## src/hw/rtl/ffha_pkg.sv

```systemverilog
// ----------------------------------------------------------------------------
// ffha_pkg
// Shared constants, codes and beat types of the first-fit heap allocator.
// ----------------------------------------------------------------------------
package ffha_pkg;

	// arena geometry
	localparam int ARENA_BYTES   = 4096;
	localparam int HEADER_BYTES  = 16;
	localparam int MIN_CAP_RESET = 24;

	// fixed field widths
	localparam int FIELD_W = 12;
	localparam int CFG_W   = 8;

	// derived widths
	localparam int ADDR_W = $clog2(ARENA_BYTES);
	localparam int CAP_W  = ADDR_W;
	localparam int HDR_W  = CAP_W + 1;
	localparam int CALC_W = ((ADDR_W > FIELD_W) ? ADDR_W : FIELD_W) + 3;

	// header of the single free block that spans the arena after reset
	localparam logic [HDR_W-1:0] HDR_RESET = {1'b1, CAP_W'(ARENA_BYTES - HEADER_BYTES)};

	// operations
	localparam logic OP_ALLOC = 1'b0;
	localparam logic OP_FREE  = 1'b1;

	// result status
	localparam logic ST_DONE  = 1'b0;
	localparam logic ST_NOFIT = 1'b1;

	// header write kinds
	localparam logic [2:0] WR_NONE = 3'd0;
	localparam logic [2:0] WR_FREE = 3'd1;
	localparam logic [2:0] WR_USED = 3'd2;
	localparam logic [2:0] WR_TAIL = 3'd3;
	localparam logic [2:0] WR_TAKE = 3'd4;

	// result kinds
	localparam logic [1:0] FIN_EMPTY = 2'd0;
	localparam logic [1:0] FIN_OK    = 2'd1;
	localparam logic [1:0] FIN_FAIL  = 2'd2;

	typedef struct packed {
		logic               operation;
		logic [FIELD_W-1:0] request_bytes;
		logic [FIELD_W-1:0] block_address;
	} ffha_req_t;

	typedef struct packed {
		logic [FIELD_W-1:0] payload_address;
		logic               status;
	} ffha_rsp_t;

	typedef struct packed {
		logic       init;
		logic       load;
		logic       step;
		logic       peek;
		logic       absorb;
		logic [2:0] wr;
		logic       fin;
		logic [1:0] fin_kind;
	} ffha_cmd_t;

	typedef struct packed {
		logic op_free;
		logic skip;
		logic hdr_free;
		logic hit;
		logic past;
		logic nxt_end;
		logic rd_free;
		logic fits;
		logic split;
		logic tail_ok;
	} ffha_stat_t;

endpackage

```

## src/hw/rtl/ffha_ctrl.sv

```systemverilog
// ----------------------------------------------------------------------------
// ffha_ctrl
// Sequencer for the chain walk, forward merge, split and result beat.
// ----------------------------------------------------------------------------
module ffha_ctrl import ffha_pkg::*; (
	input  logic       clk,
	input  logic       arst_n,
	input  logic       start,
	input  ffha_stat_t stat,
	output logic       busy,
	output ffha_cmd_t  cmd
);

	localparam logic [2:0] S_IDLE  = 3'd0;
	localparam logic [2:0] S_HDR   = 3'd1;
	localparam logic [2:0] S_EVAL  = 3'd2;
	localparam logic [2:0] S_MNEXT = 3'd3;
	localparam logic [2:0] S_MRD   = 3'd4;
	localparam logic [2:0] S_MDONE = 3'd5;
	localparam logic [2:0] S_TAKE  = 3'd6;

	logic [2:0] state_q;
	logic [2:0] state_d;

	always_comb begin
		state_d      = state_q;
		cmd          = '0;
		cmd.wr       = WR_NONE;
		cmd.fin_kind = FIN_EMPTY;
		case (state_q)
			S_IDLE: begin
				if (start) begin
					cmd.init = 1'b1;
					state_d  = S_HDR;
				end
			end
			S_HDR: begin
				if (stat.op_free && stat.skip) begin
					cmd.fin = 1'b1;
					state_d = S_IDLE;
				end else begin
					cmd.load = 1'b1;
					state_d  = S_EVAL;
				end
			end
			S_EVAL: begin
				if (stat.op_free) begin
					if (stat.hit) begin
						state_d = S_MNEXT;
					end else if (stat.past || stat.nxt_end) begin
						cmd.fin = 1'b1;
						state_d = S_IDLE;
					end else begin
						cmd.step = 1'b1;
						state_d  = S_HDR;
					end
				end else if (stat.hdr_free) begin
					state_d = S_MNEXT;
				end else if (stat.nxt_end) begin
					cmd.fin      = 1'b1;
					cmd.fin_kind = FIN_FAIL;
					state_d      = S_IDLE;
				end else begin
					cmd.step = 1'b1;
					state_d  = S_HDR;
				end
			end
			S_MNEXT: begin
				if (stat.nxt_end) begin
					state_d = S_MDONE;
				end else begin
					cmd.peek = 1'b1;
					state_d  = S_MRD;
				end
			end
			S_MRD: begin
				// absorb a free neighbor, stop at a used one
				if (stat.rd_free) begin
					cmd.absorb = 1'b1;
					state_d    = S_MNEXT;
				end else begin
					state_d = S_MDONE;
				end
			end
			S_MDONE: begin
				if (stat.op_free) begin
					cmd.wr  = WR_FREE;
					cmd.fin = 1'b1;
					state_d = S_IDLE;
				end else if (stat.fits) begin
					if (stat.split && stat.tail_ok) begin
						cmd.wr  = WR_TAIL;
						state_d = S_TAKE;
					end else begin
						cmd.wr       = WR_USED;
						cmd.fin      = 1'b1;
						cmd.fin_kind = FIN_OK;
						state_d      = S_IDLE;
					end
				end else begin
					// keep the merge, move on
					cmd.wr = WR_FREE;
					if (stat.nxt_end) begin
						cmd.fin      = 1'b1;
						cmd.fin_kind = FIN_FAIL;
						state_d      = S_IDLE;
					end else begin
						cmd.step = 1'b1;
						state_d  = S_HDR;
					end
				end
			end
			S_TAKE: begin
				cmd.wr       = WR_TAKE;
				cmd.fin      = 1'b1;
				cmd.fin_kind = FIN_OK;
				state_d      = S_IDLE;
			end
			default: begin
				state_d = S_IDLE;
			end
		endcase
	end

	always_ff @(posedge clk or negedge arst_n) begin
		if (!arst_n) begin
			state_q <= S_IDLE;
		end else begin
			state_q <= state_d;
		end
	end

	assign busy = (state_q != S_IDLE);

endmodule

```

## config.mk

```make
export PLATFORM = sky130hd
export DESIGN_NAME = ffha_ctrl
export DESIGN_NICKNAME = d
export VERILOG_FILES = /design/src/hw/rtl/ffha_pkg.sv /design/src/hw/rtl/ffha_ctrl.sv
export SDC_FILE = /design/constraint.sdc
export NUM_CORES = 1
export LEC_CHECK = 0
export ABC_AREA = 1
export ABC_CLOCK_PERIOD_IN_PS = 1330
export CORE_AREA = 2 2 39 41
export CTS_BUF_LIST = sky130_fd_sc_hd__clkbuf_16
export DETAILED_ROUTE_END_ITERATION = 6
export DIE_AREA = 0 0 41 43
export DONT_BUFFER_PORTS = 1
export MAX_ROUTING_LAYER = met4
export PLACE_DENSITY_LB_ADDON = 0.1
export SYNTH_ARGS = -nofsm -noshare
export SYNTH_HDL_FRONTEND = slang
export SYNTH_SLANG_ARGS = --single-unit
```

## constraint.sdc

```tcl
create_clock -name clk -period 1.33 [get_ports clk]
set_input_delay 0.0665 -clock clk [delete_from_list [all_inputs] [get_ports clk]]
set_output_delay 0.0665 -clock clk [all_outputs]
set_load 0.02 [all_outputs]
```

==> results.ini <==
[synth]
synth_top_family_by_area = simple AND/OR/NAND/NOR gates
ys_ff_latch = 3
syn_area_sq_um = 390
syn_avg_cell_area_sq_um = 5.58
synth_mux_area_frac = 0
synth-compound-area-share = 0.112
synth-simple-area-share = 0.542
ys_seq_area_frac = 0.192
ys_warn_count = 0
synthAdderAreaFrac = 0
synthCells = 70
synthDistinctLibCells = 19
synthXorXnorAreaFrac = 0
synth_nets = 83

[finish]
top_register = state_q
ff_latch_area_sq_um = 77.6
largest_reg_flops = 3
final_area_sq_um = 663
multi_input_area_sq_um = 303
nNetsFinal = 103
top_regs = state_q (3)
nFillCells = 150
area_growth_pct = 69.9
antenna_cells = 0
drive_above_1_share = 0.461

[timing]
maxSlewViolCount = 0
finalSetupTns_ns = -0.102
slew_headroom = 0.838
hold_viol = 0
clock_skew_ns = 0.000399
holdWs_ns = 0.0288
setup_viol = 4
tightest_slew_ns = 0.243
post-route-min-period_ns = 1.37
finalCritPeriodShare = 1.03
setup_slack_ns = -0.0405
max_freq_mhz = 730
rsz0062_at_grt = yes

[critical_path]
critPathTopFamily = simple AND/OR/NAND/NOR gates
crit_buf_inv = 2
cp.arrival_ns = 1.30
crit_type = reg2out
reg2reg_setup_slack_ns = 0.15
cp-end-kind = primary output
slowest_delay_ns = 0.38
path_max_fanout = 5
setup.worst_path.start_class = register
path_cells = inv_2 -> nand2_4 -> nor2_4 -> inv_2 -> nor3_4 -> nand2_1 -> nand2_2
cp_slowest_cell = dfrtp_1
worstPathRequired_ns = 1.26
crit_top_cell = inv_2

[global_routing]
grt_max_degree = 9
grt_pass1_wl_um = 1800
grt_use_total = 0.160
antenna_found_initial = 0
grt_pass1_vias = 473
grt_use_met2 = 0.244
use_met1 = 0.182
gr-total-overflow = 0
grtUsageMet3 = 0.0314
grt.busiest_layer = met2

[die]
rows = 14
ios = 25
die_x_um = 41
core_sq_um = 1380
start_util = 0.282
dieArea_sq_um = 1760
die_y_um = 43

[clocking]
cts_tree = done
numCtsBuffers = 3
clkTransAtPathRegs_ns = 0.03
cts.sinks = 3
cts_max_level = 1
cts_buffer_depth = 2
cts-root-buf = clkbuf_16
insertion_delay_ns = 0.22

[placement]
dpl-instance-area_sq_um = 457
place_hpwl_um = 837
port_buffers = 0
place_congestion = 0.769

[drt]
vias = 511
drt_wl_total_um = 1210
final_antenna_net_count = 0
dr.pass1.iters = 3
viasPerCell = 4.87
drc = 0
avgRoutedWirePerCell_um = 11.5
drt_iter0_markers = 3

[pwr]
cellLeakagePower_nw = 0.335
switching_share = 0.426
clock_power_share = 0.318
vdd_drop_max_mv = 1.74
total_power_mw = 1.50
comb_power_share = 0.537
power.share.sequential = 0.145
powerDensity_nw_per_um2 = 2260
power_switching_mw = 0.638
power.internal_mw = 0.860

[worst_hold_path]
hp-class = in2reg

[job]
drv_cap = 0

[outcome]
outcome = finished, violations left
violations = setup timing

[cells in the mapped netlist]
cell,count,area share
nor3_4,1,0.042
o21ai_0,3,0.038
nand2_1,16,0.15
clkbuf_1,1,0.0096
nor2_4,1,0.029
inv_1,10,0.096
dfrtp_1,3,0.19
o21ai_1,1,0.013
nor2_1,11,0.11
nand4_1,4,0.064
nor2_2,1,0.016
a21oi_1,2,0.026
a31oi_1,1,0.016
o211ai_1,1,0.019
inv_2,5,0.048
nor3_2,1,0.026
nand2_2,1,0.016
nor3_1,2,0.026
nand3_1,5,0.064
[metal layers]
metal,wire length (um),up-vias,part of all wire
li1,-,262,-
met1,509,234,0.42
met2,630,13,0.52
met3,50,2,0.041
met4,22,0,0.018
met5,0,-,0
[cell type report]
cell class	instances	share of cell area
Tap cell	16	0.0302
Clock buffer	3	0.113
Inverter	15	0.0887
Multi-Input combinational cell	51	0.457
Timing Repair Buffer	16	0.189
Sequential cell	3	0.117
Clock inverter	1	0.00566
[metrics by stage]
step | setup slack [ns] | instances | util
floorplan | 0.0511 | 70 | -
global placement | 0.147 | 91 | 0.330
detailed placement | 0.128 | 91 | 0.330
CTS | -0.0439 | 102 | 0.443
global route | -0.124 | 105 | 0.479
finish | -0.0405 | 105 | 0.479
[logic make-up (layout without fill, tap and decap cells)]
group,Yosys count,count (layout)
flip-flops,3,3
buffers and inverters,16,35
AND/OR/NAND/NOR,43,43
AO/OA/AOI/OAI,8,8
[cell usage in the layout, fill, tap and decap left out, drive strengths merged]
cell type,n
nand2,17
inv,16
buf,14
nor2,13
nand3,5
nand4,4
o21ai,4
nor3,4
clkbuf,3
dfrtp,3
a21oi,2
dlygate4sd3,2
a31oi,1
o211ai,1
[path summary, 6_finish.rpt]
check	end	startpoint	depth (start not counted)
min	state_q[0]	start	2
max	cmd[0]	state_q[1]	7
max in group asynchronous	state_q[2]	arst_n	1
max reg2reg	state_q[1]	state_q[1]	7
min in group asynchronous	state_q[1]	arst_n	1
min reg2reg	state_q[1]	state_q[2]	3
[power by group through the flow]
stage / clock network [mW] / registers (mW) / logic (mW)
floorplan: 0 / 0.186 / 0.450
global placement: 0 / 0.194 / 0.576
detailed placement: 0 / 0.193 / 0.576
CTS: 0.476 / 0.210 / 0.704
global route: 0.494 / 0.219 / 0.883
finish: 0.476 / 0.217 / 0.805
[repair_timing]
| item | in CTS | in global routing |
|---|---|---|
| endpoints found under the setup margin | 6 | 10 |
| endpoints found under the hold margin | 4 | 0 |
| pin swaps | 3 | 7 |
| resized for setup | 5 | 11 |
| setup buffers | 5 | 3 |
| hold buffers | 2 | 0 |
| gates cloned | 0 | 0 |
No activity file was read; power rests on OpenSTA's default activity.
